===== config.mk =====
export PLATFORM = sky130hd
export DESIGN_NAME = presieve_pattern_generator
export DESIGN_NICKNAME = d
export VERILOG_FILES = /design/src/rtl/ppg_pkg.sv /design/src/rtl/ppg_ctrl.sv /design/src/rtl/ppg_datapath.sv /design/src/rtl/presieve_pattern_generator.sv
export SDC_FILE = /design/constraint.sdc
export NUM_CORES = 1
export LEC_CHECK = 0
export ABC_AREA = 1
export BUFFER_PORTS_ARGS = -buffer_cell sky130_fd_sc_hd__buf_2
export CAP_MARGIN = 20
export CORE_MARGIN = 5
export CORE_UTILIZATION = 50
export DETAILED_ROUTE_END_ITERATION = 10
export PLACE_DENSITY = 0.71
export REMOVE_ABC_BUFFERS = 1
export SLEW_MARGIN = 20
export SYNTH_ARGS = -nofsm -noshare
export SYNTH_HDL_FRONTEND = slang
export SYNTH_SLANG_ARGS = --single-unit
export TNS_END_PERCENT = 30

===== constraint.sdc =====
create_clock -name i_clk -period 4.9 [get_ports i_clk]
set_input_delay 0.98 -clock i_clk [delete_from_list [all_inputs] [get_ports i_clk]]
set_output_delay 0.98 -clock i_clk [all_outputs]
set_load 0.1 [all_outputs]

===== src/rtl/ppg_pkg.sv =====
// shared constants, types and tables of the presieve pattern generator
`default_nettype none

package ppg_pkg;

    localparam int POS_W      = 23;   // pattern byte index
    localparam int LB_W       = 64;   // lower bound of a seek
    localparam int CNT_W      = 7;    // byte count of a fill
    localparam int LIMIT_W    = 5;    // wheel limit register
    localparam int RES_W      = 5;    // residue modulo one wheel prime
    localparam int BYTE_W     = 8;
    localparam int NUM_PRIMES = 6;
    localparam int STEP_W     = 7;
    localparam int SEEK_STEPS = LB_W;
    localparam int FILL_STEPS = POS_W;
    localparam int WHEEL_MOD  = 2 * 3 * 5;
    localparam int RES_DEPTH  = 2 ** RES_W;

    localparam int DEF_MAX_FILL_BYTES = 64;
    localparam int DEF_WHEEL_PRIMES   = 6;

    localparam logic [LIMIT_W-1:0] LIMIT_RESET = LIMIT_W'(19);
    localparam logic [LIMIT_W-1:0] LIMIT_MIN   = LIMIT_W'(7);

    localparam logic ACT_SEEK = 1'b0;
    localparam logic ACT_FILL = 1'b1;

    typedef logic [NUM_PRIMES-1:0][RES_W-1:0]           t_prime_tab;
    typedef logic [BYTE_W-1:0][RES_W:0]                 t_offset_tab;
    typedef logic [NUM_PRIMES:0][POS_W-1:0]             t_period_tab;
    typedef logic [NUM_PRIMES-1:0][RES_DEPTH-1:0][BYTE_W-1:0] t_mask_tab;

    localparam t_prime_tab PRIME_TAB = {
        RES_W'(23), RES_W'(19), RES_W'(17), RES_W'(13), RES_W'(11), RES_W'(7)
    };

    // numbers 30k+off covered by bits 0 to 7
    localparam t_offset_tab OFFSET_TAB = {
        6'd31, 6'd29, 6'd23, 6'd19, 6'd17, 6'd13, 6'd11, 6'd7
    };

    // period in bytes for a given number of active primes
    localparam t_period_tab PERIOD_TAB = {
        POS_W'(7436429), POS_W'(323323), POS_W'(17017), POS_W'(1001),
        POS_W'(77), POS_W'(7), POS_W'(1)
    };

    // bit set where prime i divides 30*r + offset
    function automatic t_mask_tab build_mask_tab();
        t_mask_tab t;
        int        n;
        int        p;
        t = '0;
        for (int i = 0; i < NUM_PRIMES; i++) begin
            for (int r = 0; r < RES_DEPTH; r++) begin
                for (int b = 0; b < BYTE_W; b++) begin
                    n = WHEEL_MOD * r + int'(OFFSET_TAB[b]);
                    p = int'(PRIME_TAB[i]);
                    while (n >= p) begin
                        n = n - p;
                    end
                    t[i][r][b] = (n == 0);
                end
            end
        end
        return t;
    endfunction

    localparam t_mask_tab MASK_TAB = build_mask_tab();

    function automatic logic [LIMIT_W-1:0] eff_limit(input logic [LIMIT_W-1:0] limit);
        return (limit < LIMIT_MIN) ? LIMIT_MIN : limit;
    endfunction

    typedef struct packed {
        logic load_seek;   // start a seek with the lower bound
        logic load_fill;   // start a fill with the stored position
        logic step;        // one bit of the modulo loop
        logic out_load;    // load the output register
        logic out_last;    // last flag for that load
        logic advance;     // step position and residues by one byte
        logic store_pos;   // write back the pattern position
    } t_dp_cmd;

endpackage

`default_nettype wire


===== src/rtl/ppg_ctrl.sv =====
// controller of the presieve pattern generator: handshakes, step and byte counters
`default_nettype none

module ppg_ctrl #(
    parameter int MAX_FILL_BYTES = ppg_pkg::DEF_MAX_FILL_BYTES
) (
    input  wire                       i_clk,
    input  wire                       i_rst_n,
    input  wire                       i_in_valid,
    output logic                      o_in_ready,
    input  wire                       i_action,
    input  wire  [ppg_pkg::CNT_W-1:0] i_byte_count,
    output logic                      o_out_valid,
    input  wire                       i_out_ready,
    output ppg_pkg::t_dp_cmd          o_cmd
);

    localparam logic [1:0] ST_IDLE  = 2'd0;
    localparam logic [1:0] ST_SHIFT = 2'd1;
    localparam logic [1:0] ST_EMIT  = 2'd2;

    localparam logic [ppg_pkg::CNT_W-1:0] MAX_CNT = ppg_pkg::CNT_W'(MAX_FILL_BYTES);

    logic [1:0]                  r_state, n_state;
    logic [ppg_pkg::STEP_W-1:0]  r_steps, n_steps;
    logic [ppg_pkg::CNT_W-1:0]   r_remain, n_remain;
    logic                        r_seek, n_seek;
    logic                        r_out_valid, n_out_valid;
    logic [ppg_pkg::CNT_W-1:0]   sat_count;
    logic                        in_xfer;
    logic                        out_free;

    assign o_in_ready  = (r_state == ST_IDLE);
    assign o_out_valid = r_out_valid;
    assign in_xfer     = i_in_valid && o_in_ready;
    assign out_free    = !r_out_valid || i_out_ready;
    assign sat_count   = (i_byte_count > MAX_CNT) ? MAX_CNT : i_byte_count;

    always_comb begin
        n_state     = r_state;
        n_steps     = r_steps;
        n_remain    = r_remain;
        n_seek      = r_seek;
        n_out_valid = r_out_valid && !i_out_ready;
        o_cmd       = '0;
        case (r_state)
            ST_IDLE: begin
                if (in_xfer) begin
                    if (i_action == ppg_pkg::ACT_SEEK) begin
                        o_cmd.load_seek = 1'b1;
                        n_seek          = 1'b1;
                        n_steps         = ppg_pkg::STEP_W'(ppg_pkg::SEEK_STEPS);
                        n_state         = ST_SHIFT;
                    end else if (sat_count != '0) begin
                        o_cmd.load_fill = 1'b1;
                        n_seek          = 1'b0;
                        n_steps         = ppg_pkg::STEP_W'(ppg_pkg::FILL_STEPS);
                        n_remain        = sat_count;
                        n_state         = ST_SHIFT;
                    end
                end
            end
            ST_SHIFT: begin
                o_cmd.step = 1'b1;
                n_steps    = r_steps - 1'b1;
                if (r_steps == ppg_pkg::STEP_W'(1)) begin
                    n_state = ST_EMIT;
                end
            end
            ST_EMIT: begin
                if (out_free) begin
                    o_cmd.out_load = 1'b1;
                    n_out_valid    = 1'b1;
                    if (r_seek) begin
                        o_cmd.out_last  = 1'b1;
                        o_cmd.store_pos = 1'b1;
                        n_state         = ST_IDLE;
                    end else begin
                        o_cmd.advance = 1'b1;
                        n_remain      = r_remain - 1'b1;
                        if (r_remain == ppg_pkg::CNT_W'(1)) begin
                            o_cmd.out_last  = 1'b1;
                            o_cmd.store_pos = 1'b1;
                            n_state         = ST_IDLE;
                        end
                    end
                end
            end
            default: begin
                n_state = ST_IDLE;
            end
        endcase
    end

    always_ff @(posedge i_clk) begin
        if (!i_rst_n) begin
            r_state     <= ST_IDLE;
            r_steps     <= '0;
            r_remain    <= '0;
            r_seek      <= 1'b0;
            r_out_valid <= 1'b0;
        end else begin
            r_state     <= n_state;
            r_steps     <= n_steps;
            r_remain    <= n_remain;
            r_seek      <= n_seek;
            r_out_valid <= n_out_valid;
        end
    end

    // a pending result is never overwritten
    a_no_overwrite: assert property (@(posedge i_clk) disable iff (!i_rst_n)
        o_cmd.out_load |-> (!r_out_valid || i_out_ready))
        else $error("output register loaded while a result waits");

    // a seek always runs its loop before anything else is taken
    a_seek_busy: assert property (@(posedge i_clk) disable iff (!i_rst_n)
        (in_xfer && i_action == ppg_pkg::ACT_SEEK) |=> (!o_in_ready && o_cmd.step))
        else $error("seek transfer did not start the modulo loop");

    // a fill never emits with an empty byte count
    a_remain: assert property (@(posedge i_clk) disable iff (!i_rst_n)
        o_cmd.advance |-> (r_remain != '0))
        else $error("byte emitted with no bytes remaining");

endmodule

`default_nettype wire


===== src/rtl/ppg_datapath.sv =====
// datapath of the presieve pattern generator: modulo loop, residue lanes, output register
`default_nettype none

module ppg_datapath #(
    parameter int WHEEL_PRIMES = ppg_pkg::DEF_WHEEL_PRIMES
) (
    input  wire                         i_clk,
    input  wire                         i_rst_n,
    input  wire                         i_cfg_we,
    input  wire  [ppg_pkg::LIMIT_W-1:0] i_cfg_wdata,
    input  wire  [ppg_pkg::LB_W-1:0]    i_lower_bound,
    input  ppg_pkg::t_dp_cmd            i_cmd,
    output logic [ppg_pkg::BYTE_W-1:0]  o_pattern_byte,
    output logic [ppg_pkg::POS_W-1:0]   o_position,
    output logic                        o_last
);

    localparam int PAD_W = ppg_pkg::LB_W - ppg_pkg::POS_W;

    logic [ppg_pkg::LIMIT_W-1:0] r_limit;
    logic [ppg_pkg::POS_W-1:0]   r_pos;
    logic [ppg_pkg::LB_W-1:0]    r_shift;
    logic [ppg_pkg::POS_W-1:0]   r_q;
    logic [ppg_pkg::RES_W-1:0]   r_s;
    logic                        r_seek;
    logic [WHEEL_PRIMES-1:0][ppg_pkg::RES_W-1:0] r_res;

    logic [ppg_pkg::LIMIT_W-1:0] lim_eff;
    logic [WHEEL_PRIMES-1:0]     active;
    logic [2:0]                  act_cnt;
    logic [ppg_pkg::POS_W-1:0]   period;
    logic                        sh_bit;
    logic [ppg_pkg::RES_W:0]     s2;
    logic                        s_ge;
    logic [ppg_pkg::RES_W-1:0]   s_next;
    logic                        c_bit;
    logic [ppg_pkg::POS_W:0]     q2;
    logic [ppg_pkg::POS_W-1:0]   q_next;
    logic [ppg_pkg::POS_W:0]     q_plus;
    logic [ppg_pkg::POS_W-1:0]   q_inc;
    logic [WHEEL_PRIMES-1:0][ppg_pkg::RES_W-1:0] res_step;
    logic [WHEEL_PRIMES-1:0][ppg_pkg::RES_W-1:0] res_inc;
    logic [ppg_pkg::BYTE_W-1:0]  kill;

    // active primes and the period they set
    assign lim_eff = ppg_pkg::eff_limit(r_limit);

    always_comb begin
        act_cnt = '0;
        for (int i = 0; i < WHEEL_PRIMES; i++) begin
            active[i] = (ppg_pkg::LIMIT_W'(ppg_pkg::PRIME_TAB[i]) <= lim_eff);
            act_cnt   = act_cnt + 3'(active[i]);
        end
    end

    assign period = ppg_pkg::PERIOD_TAB[act_cnt];

    // one bit of the modulo loop: remainder kept as 30*q + s
    assign sh_bit = r_shift[ppg_pkg::LB_W-1];
    assign s2     = {r_s, sh_bit};
    assign s_ge   = (s2 >= (ppg_pkg::RES_W+1)'(ppg_pkg::WHEEL_MOD));
    assign s_next = s_ge ? ppg_pkg::RES_W'(s2 - (ppg_pkg::RES_W+1)'(ppg_pkg::WHEEL_MOD))
                         : s2[ppg_pkg::RES_W-1:0];
    assign c_bit  = r_seek ? s_ge : sh_bit;
    assign q2     = {r_q, c_bit};
    assign q_next = (q2 >= {1'b0, period}) ? ppg_pkg::POS_W'(q2 - {1'b0, period})
                                           : q2[ppg_pkg::POS_W-1:0];

    assign q_plus = {1'b0, r_q} + 1'b1;
    assign q_inc  = (q_plus == {1'b0, period}) ? '0 : q_plus[ppg_pkg::POS_W-1:0];

    // residue lanes, one per wheel prime
    always_comb begin
        logic [ppg_pkg::RES_W:0] r2;
        logic [ppg_pkg::RES_W:0] p;
        kill = '0;
        for (int i = 0; i < WHEEL_PRIMES; i++) begin
            p  = {1'b0, ppg_pkg::PRIME_TAB[i]};
            r2 = {r_res[i], c_bit};
            res_step[i] = (r2 >= p) ? ppg_pkg::RES_W'(r2 - p) : r2[ppg_pkg::RES_W-1:0];
            res_inc[i]  = ({1'b0, r_res[i]} + 1'b1 == p) ? '0 : r_res[i] + 1'b1;
            if (active[i]) begin
                kill = kill | ppg_pkg::MASK_TAB[i][r_res[i]];
            end
        end
    end

    always_ff @(posedge i_clk) begin
        if (!i_rst_n) begin
            r_limit <= ppg_pkg::LIMIT_RESET;
            r_pos   <= '0;
        end else begin
            if (i_cfg_we) begin
                r_limit <= i_cfg_wdata;
            end
            if (i_cmd.store_pos) begin
                r_pos <= r_seek ? r_q : q_inc;
            end
        end
    end

    always_ff @(posedge i_clk) begin
        if (i_cmd.load_seek || i_cmd.load_fill) begin
            r_shift <= i_cmd.load_seek ? i_lower_bound : {r_pos, PAD_W'(0)};
            r_q     <= '0;
            r_s     <= '0;
            r_res   <= '0;
            r_seek  <= i_cmd.load_seek;
        end else if (i_cmd.step) begin
            r_shift <= {r_shift[ppg_pkg::LB_W-2:0], 1'b0};
            r_q     <= q_next;
            r_s     <= s_next;
            r_res   <= res_step;
        end else if (i_cmd.advance) begin
            r_q     <= q_inc;
            r_res   <= res_inc;
        end
        if (i_cmd.out_load) begin
            o_pattern_byte <= r_seek ? '0 : ~kill;
            o_position     <= r_q;
            o_last         <= i_cmd.out_last;
        end
    end

    // emitted positions always lie inside the period
    a_pos_range: assert property (@(posedge i_clk) disable iff (!i_rst_n)
        i_cmd.advance |-> (r_q < period))
        else $error("fill position outside the pattern period");

    // the seek remainder stays below the wheel modulus
    a_s_range: assert property (@(posedge i_clk) disable iff (!i_rst_n)
        i_cmd.step |=> (r_s < ppg_pkg::RES_W'(ppg_pkg::WHEEL_MOD)))
        else $error("seek remainder out of range");

endmodule

`default_nettype wire


===== src/rtl/presieve_pattern_generator.sv =====
// top level of the mod-30 presieve pattern generator
// usage:
//   input channel (i_in_valid / o_in_ready) takes one item per transfer:
//   i_action 0 = seek, 1 = fill, with i_lower_bound and i_byte_count
//   output channel (o_out_valid / i_out_ready) gives one pattern byte per transfer
//   a seek gives one result (byte 0, new position, last set) after a bit-serial
//   modulo loop over all 64 bits of the lower bound
//   a fill first reduces the stored position bit by bit, then emits one byte
//   per cycle while the receiver is ready
//   the modulo loop, one bit a cycle, sets the cost of both items
//   a fill with byte count 0 gives no result, counts above the maximum saturate
//   the block takes one item at a time; a new item is taken while the final
//   result of the previous one still waits in the output register
//   when the receiver stalls, emission pauses with the byte held in the output
//   register and the position frozen
//   reset: wheel limit 19, pattern position 0, output channel empty; the user
//   writes the wheel limit via i_cfg_we / i_cfg_wdata only while idle, unenforced
`default_nettype none

module presieve_pattern_generator #(
    parameter int MAX_FILL_BYTES = ppg_pkg::DEF_MAX_FILL_BYTES,
    parameter int WHEEL_PRIMES   = ppg_pkg::DEF_WHEEL_PRIMES
) (
    input  wire                         i_clk,
    input  wire                         i_rst_n,
    // configuration write
    input  wire                         i_cfg_we,
    input  wire  [ppg_pkg::LIMIT_W-1:0] i_cfg_wdata,
    // input channel
    input  wire                         i_in_valid,
    output logic                        o_in_ready,
    input  wire                         i_action,
    input  wire  [ppg_pkg::LB_W-1:0]    i_lower_bound,
    input  wire  [ppg_pkg::CNT_W-1:0]   i_byte_count,
    // output channel
    output logic                        o_out_valid,
    input  wire                         i_out_ready,
    output logic [ppg_pkg::BYTE_W-1:0]  o_pattern_byte,
    output logic [ppg_pkg::POS_W-1:0]   o_position,
    output logic                        o_last
);

    // commands from the controller to the datapath
    ppg_pkg::t_dp_cmd cmd;

    // handshakes, step counter and remaining byte count
    ppg_ctrl #(
        .MAX_FILL_BYTES (MAX_FILL_BYTES)
    ) u_ctrl (
        .i_clk        (i_clk),
        .i_rst_n      (i_rst_n),
        .i_in_valid   (i_in_valid),
        .o_in_ready   (o_in_ready),
        .i_action     (i_action),
        .i_byte_count (i_byte_count),
        .o_out_valid  (o_out_valid),
        .i_out_ready  (i_out_ready),
        .o_cmd        (cmd)
    );

    // limit register, position, modulo loop, residue lanes and output register
    ppg_datapath #(
        .WHEEL_PRIMES (WHEEL_PRIMES)
    ) u_datapath (
        .i_clk          (i_clk),
        .i_rst_n        (i_rst_n),
        .i_cfg_we       (i_cfg_we),
        .i_cfg_wdata    (i_cfg_wdata),
        .i_lower_bound  (i_lower_bound),
        .i_cmd          (cmd),
        .o_pattern_byte (o_pattern_byte),
        .o_position     (o_position),
        .o_last         (o_last)
    );

endmodule

`default_nettype wire


Word-level counts from Yosys, hierarchy flattened
Memories as Yosys holds them, arrays and structs flattened. A register that Yosys moved wholly into a read port is not among the register bits.
Cells that the tools add are included.
- register bits: 201
- bits in latches: 0
- bits in writable memories: 0
- bits in read-only memories: 1720
- word-level logic and storage cells: 205
- memories kept: 7
- add/sub/neg operators: 28
- multiply operators: 0
- div/mod/pow operators: 0
- $lt $le $gt $ge: 23
- eq/ne operators: 20
- shifts and indexed selects: 0
- mux-type cells: 84
- bitwise logic cells: 6
- reduce and logical (&&, ||, !) cells: 17
- memory list (name ; words ; bits a word ; rd ports ; clocked after memory_dff ; write ports ; RTL line ; source):
    (name not given) ; 32 ; 8 ; 1 ; 1 ; 0 ; ppg_datapath.sv:83 ; kill = kill | ppg_pkg::MASK_TAB[i][r_res[i]];
    (name not given) ; 32 ; 8 ; 1 ; 1 ; 0 ; ppg_datapath.sv:83 ;
    (name not given) ; 32 ; 8 ; 1 ; 1 ; 0 ; ppg_datapath.sv:83 ;
    (name not given) ; 32 ; 8 ; 1 ; 1 ; 0 ; ppg_datapath.sv:83 ;
    (name not given) ; 32 ; 8 ; 1 ; 1 ; 0 ; ppg_datapath.sv:83 ;
    (name not given) ; 32 ; 8 ; 1 ; 1 ; 0 ; ppg_datapath.sv:83 ;
    1 more memories ; - ; - ; - ; - ; - ; - ;
- operator list (operator ; count):
    64-bit 2-to-1 mux ; 3
    23-bit 2-to-1 mux ; 6
    5-bit 2-to-1 mux ; 26
    8-bit 2-to-1 mux ; 12
    7-bit 2-to-1 mux ; 9
    30-bit 2-to-1 mux ; 2
    8-bit OR ; 5
    5-bit by 1-bit adder with 6-bit output, second input constant ; 6
    5-bit by 6-bit less-than comparator with 1-bit output, second input constant ; 6
    5-bit by 1-bit adder with 5-bit output, second input constant ; 6
    7-bit one-hot mux with 2 select lines ; 2
    23-bit by 1-bit adder with 24-bit output, second input constant ; 1
    24-bit by 23-bit == test with 1-bit output ; 1
    24-bit by 23-bit greater-or-equal comparator with 1-bit output ; 1
    6-bit by 5-bit greater-or-equal comparator with 1-bit output, second input constant ; 4
    23-bit subtractor ; 1
    5-bit subtractor, second input constant ; 4
    6-bit by 5-bit == test with 1-bit output, second input constant ; 3
    2-bit 2-to-1 mux ; 9
    5-bit less-or-equal comparator, first input constant ; 3
    7-bit by 1-bit == test with 1-bit output, second input constant ; 2
    7-bit by 1-bit subtractor with 7-bit output, second input constant ; 2
    3-bit by 1-bit adder with 3-bit output ; 4
    6-bit by 4-bit == test with 1-bit output, second input constant ; 2
    other kinds (31) ; 58

Logic depth before layout (Yosys ltp)
- depth after elaboration: 15
- depth in mapped cells: 32

Cells and area by module
A second synthesis with hierarchy kept.
- cells, all modules: 2103
- area, all modules: 15105.7 um2
- modules (own cells, without submodules) (module ; times used ; cells an instance ; area each (um2)):
    ppg_datapath ; 1 ; 1897 ; 13835.8
    ppg_ctrl ; 1 ; 206 ; 1270.0

Least setup slack after synthesis
No wires, ideal clock.
- kind: register to register
- start point: register u_datapath.r_limit[3] (netlist name)
- end point: register u_datapath.r_q[15] (netlist name)
- data arrival time: 5093 ps
- data required time: 4791 ps
- path slack: -302 ps
- stages on the path, launching flop included: 28
- path buffers: 2
- cell sequence: dfxtp_1 inv_1 nor3_1 nor2_1 a31o_2 clkbuf_1 ha_1 inv_1 fa_1 fa_1 fa_1 ha_1 inv_1 nor2_1 inv_1 ha_1 inv_1 nor2_1 nand2_1 nor4_2 nand3b_1 nand4_1 buf_2 nand2_1 o21ai_0 nand3_1 nand2_1 inv_1
- cells in the longest elaborated chain, start to end: 14
- elaborated cells on any way between the ends: 22
- ends and longest elaborated chain (element ; RTL line ; source):
    start, declared ; ppg_datapath.sv:20 ; logic [ppg_pkg::LIMIT_W-1:0] r_limit;
    start signal, assigned ; ppg_datapath.sv:90 ; r_limit <= ppg_pkg::LIMIT_RESET;
    start signal, assigned ; ppg_datapath.sv:94 ; r_limit <= i_cfg_wdata;
    5-bit by 3-bit less-than comparator with 1-bit output ; ppg_pkg.sv:72 ; return (limit < LIMIT_MIN) ? LIMIT_MIN : limit;
    5-bit 2-to-1 mux (*) ; ppg_pkg.sv:72 ;
    3-bit by 5-bit less-or-equal comparator with 1-bit output / 4-bit by 5-bit less-or-equal comparator with 1-bit output (equally long branches) ; ppg_datapath.sv:51 ; active[i] = (ppg_pkg::LIMIT_W'(ppg_pkg::PRIME_TAB[i]) <= lim_eff);
    1-bit by 1-bit adder with 2-bit output ; ppg_datapath.sv:52 ; act_cnt = act_cnt + 3'(active[i]);
    3-bit by 1-bit adder with 3-bit output (3 in a row) ; ppg_datapath.sv:52 ;
    3-bit by 1-bit adder with 3-bit output (*) ; ppg_datapath.sv:52 ;
    memory 8 x 23 bit (*) ; - ;
    23-bit 2-to-1 mux (not written as such) (*) ; ppg_datapath.sv:56 ; assign period = ppg_pkg::PERIOD_TAB[act_cnt];
    branches (longest 3 deep; another with 23-bit subtractor) ; - ;
    23-bit 2-to-1 mux (*) ; ppg_datapath.sv:109 ; end else if (i_cmd.step) begin
    end signal, assigned ; ppg_datapath.sv:111 ; r_q <= q_next;
    end signal, assigned ; ppg_datapath.sv:115 ; r_q <= q_inc;
    end, declared ; ppg_datapath.sv:23 ; logic [ppg_pkg::POS_W-1:0] r_q;
Mark *: on every way between the ends. The select of a mux whose other input is x is not followed.
A chain may end at the register's enable or synchronous reset.

Worst setup path after layout
- start point: register u_datapath.r_limit[3] (netlist name)
- end point: register u_datapath.r_q[20] (netlist name)
Same word-level chain as after synthesis.

==> results.sh <==
export IMPL_vdd_drop_max_v=0.000377
export IMPL_yosysWarnings=0
export IMPL_wirelength_mm=44.9
export IMPL_dieArea_um2=34000
export IMPL_min_path_cells=2
export IMPL_num_antenna_cells=0
export IMPL_synth_edf_count=97
export IMPL_drc=0
export IMPL_grt_use_total_pct=25.2
export IMPL_overflow=0
export IMPL_die_w_um=184
export IMPL_tightest_slew_ns=1.05
export IMPL_grt_pass1_wl_mm=70.8
export IMPL_synth_xor_area_share_pct=2.67
export IMPL_vias=15200
export IMPL_yosys_area_top_type="dfxtp_1"
export IMPL_rows=63
export IMPL_drv_slew=0
export IMPL_htree_levels=1
export IMPL_crit_type="reg -> reg"
export IMPL_grt_pass1_vias=14400
export IMPL_clk_pin_slew_worst_paths_ns=0.06
export IMPL_cts_buffers=27
export IMPL_syn_area_um2=15200
export IMPL_syn_avg_cell_area_um2=7.20
export IMPL_slew_headroom_pct=29.7
export IMPL_pin_count=116
export IMPL_cts_tree="built"
export IMPL_port_buffers=115
export IMPL_drt_iter0_markers=1322
export IMPL_synth_seq_area_share_pct=38.9
export IMPL_synth_compound_area_share_pct=15.9
export IMPL_setup_tns_ns=-0.0330
export IMPL_place_ws_ns=-0.472
export IMPL_fin_skew_ns=0.0210
export IMPL_cts_root_buf="clkbuf_16"
export IMPL_start_util_pct=51.0
export IMPL_worstPathRequired_ns=5.33
export IMPL_stdcell_area_um2=18400
export IMPL_synth_cell_types=57
export IMPL_coreArea_um2=29800
export IMPL_dp_hpwl_mm=31.8
export IMPL_final_period_utilization_pct=100
export IMPL_viasPerCell=5.56
export IMPL_async_flop_share_pct=0
export IMPL_maxCapViolations=0
export IMPL_ctsLongestPathBuffers=3
export IMPL_utilization_pct=61.8
export IMPL_grt_max_degree=65
export IMPL_ff2ff_path_depth=27
export IMPL_yosys_area_share_simple_pct=29.1
export IMPL_crit_top_cell="inv_4"
export IMPL_synth_main_ff_cell="dfxtp_1"
export IMPL_cp_arrival_ns=5.34
export IMPL_synth_mux_area_share_pct=0
export IMPL_firstDrtPassIters=5
export IMPL_finalNetCount=2460
export IMPL_synth_common_cells="nand2_1, inv_1, nand3_1, nor2_1, dfxtp_1"
export IMPL_power_density_nw_per_um2=613
export IMPL_multiInputGateArea_um2=8490
export IMPL_placed_area_um2=16900
export IMPL_clock_sinks=247
export IMPL_layout_setup_ws_ns=-0.0136
export IMPL_drive_gt1_share_pct=19.5
export IMPL_finalCriticalPeriod_ns=4.91
export IMPL_status="finished with violations"
export IMPL_end_kind="flip-flop"
export IMPL_finalSetupViolCount=3
export IMPL_rsz0062_at_grt="yes"
export IMPL_startpoint_type="flip-flop"
export IMPL_min_path_type="reg -> reg"
export IMPL_regArea_um2=5920
export IMPL_synth_seq_cells=247
export IMPL_violations="negative setup slack"
export IMPL_hold_viol=0
export IMPL_syn_to_final_growth_pct=21.1
export IMPL_leakagePower_nw=8.21
export IMPL_drtAntennaViolNets=0
export IMPL_path_max_fanout=6
export IMPL_antenna_found_initial=0
export IMPL_max_freq_ghz=0.204
export IMPL_clk_latency_ns=0.55
export IMPL_routedWlPerCell_um=16.5
export IMPL_yosysMostFrequentCell="nand2_1"
export IMPL_fillers=2672
export IMPL_die_h_um=184
export IMPL_synth_top_family_by_area="simple AND/OR/NAND/NOR gates"
export IMPL_gp_congestion=0.964
export IMPL_synth_top_area_share_pct=19.8
export IMPL_slowest_delay_ns=0.62
export IMPL_yosys_area_share_adder_pct=5.22
export IMPL_synth_cells=2112
export IMPL_yosys_top_cells_area="dfxtp_1, edfxtp_1, nand2_1"
export IMPL_slowest_stage="fa_2"
## area by class of cell
class | instances | share of cell area [%]
Multi-Input combinational cell | 1548 | 46.1
Sequential cell | 247 | 32.2
Inverter | 235 | 4.89
Timing Repair Buffer | 258 | 9.40
Tap cell | 390 | 2.65
Clock inverter | 17 | 0.877
Clock buffer | 33 | 3.90
## layer usage
layer  GRT usage [%]  vias up  wire length, um
li1                -     7474                -
met1            32.6     7062            18800
met2            44.5      529            21900
met3            2.47      115             2700
met4            8.19        0             1490
met5               0        -                0
## cell usage in the layout (no fill, tap or decap), types with 14 or more instances in the layout
cell | Yosys | routed
a21oi_1 | 147 | 133
a21oi_2 | 2 | 15
a22o_1 | 40 | 40
a31oi_1 | 41 | 41
buf_2 | 20 | 116
buf_4 | 4 | 132
clkbuf_16 | 0 | 27
dfxtp_1 | 150 | 147
edfxtp_1 | 97 | 97
ha_1 | 57 | 46
inv_1 | 223 | 212
inv_2 | 11 | 15
nand2_1 | 576 | 555
nand2_2 | 5 | 25
nand3_1 | 187 | 180
nand4_1 | 25 | 25
nor2_1 | 185 | 169
nor2_2 | 7 | 17
nor3_1 | 18 | 14
o211ai_1 | 19 | 19
o21ai_0 | 100 | 89
o21ai_1 | 7 | 14
xor2_1 | 31 | 30
## per-stage QoR
stage | power (mW) | instances | hold slack [ns]
after global routing | 12.1 | 2728 | 0.482
after global placement | 8.28 | 2655 | 0.455
after detailed placement | 8.35 | 2655 | 0.457
after floorplan | 6.31 | 2030 | 0.445
after CTS | 10.8 | 2719 | 0.466
final | 11.3 | 2728 | 0.466
## logic make-up after synthesis
family	count (synthesis)
simple gates	1039
flops	247
fa+ha+maj	61
other cells	1
xor+xnor	44
compound gates	403
buf+inv	317
## power breakdown
part / leakage [nW] / switching [mW] / internal, mW
registers: 2.19 / 0.450 / 2.66
clock network: 0.433 / 0.871 / 1.16
logic: 5.59 / 3.61 / 2.53
total: 8.21 / 4.93 / 6.34
## timing repair
item / 4_1_cts / 5_1_grt
hold buffers: 0 / 0
setup endpoints to repair: 23 / 44
gates cloned: 2 / 0
buffers inserted: 13 / 10
pin swaps: 28 / 41
resized for setup: 55 / 78
## critical path: cells and delay by family, from the launching register on
family / cells / cell delay (ns)
AOI/OAI and AO/OA: 3 / 0.45
adders and majority gates: 6 / 2.22
buffers and inverters: 9 / 0.80
DFF: 1 / 0.36
and+or+nand+nor: 9 / 0.94
## final timing paths
| kind | to | start | slack, ns |
|---|---|---|---|
| worst max-delay path | u_datapath.r_q[20]$_SDFFE_PN0N_ | u_datapath.r_limit[3]$_SDFFE_PN0P_ | -0.01 |
| worst min-delay path | u_datapath.r_pos[6]$_SDFFE_PN0P_ | u_datapath.r_pos[6]$_SDFFE_PN0P_ | 0.47 |
| worst max register to register | u_datapath.r_q[20]$_SDFFE_PN0N_ | u_datapath.r_limit[3]$_SDFFE_PN0P_ | -0.01 |
| worst min register to register | u_datapath.r_pos[6]$_SDFFE_PN0P_ | u_datapath.r_pos[6]$_SDFFE_PN0P_ | 0.47 |
No activity file was read; power rests on OpenSTA's default activity.
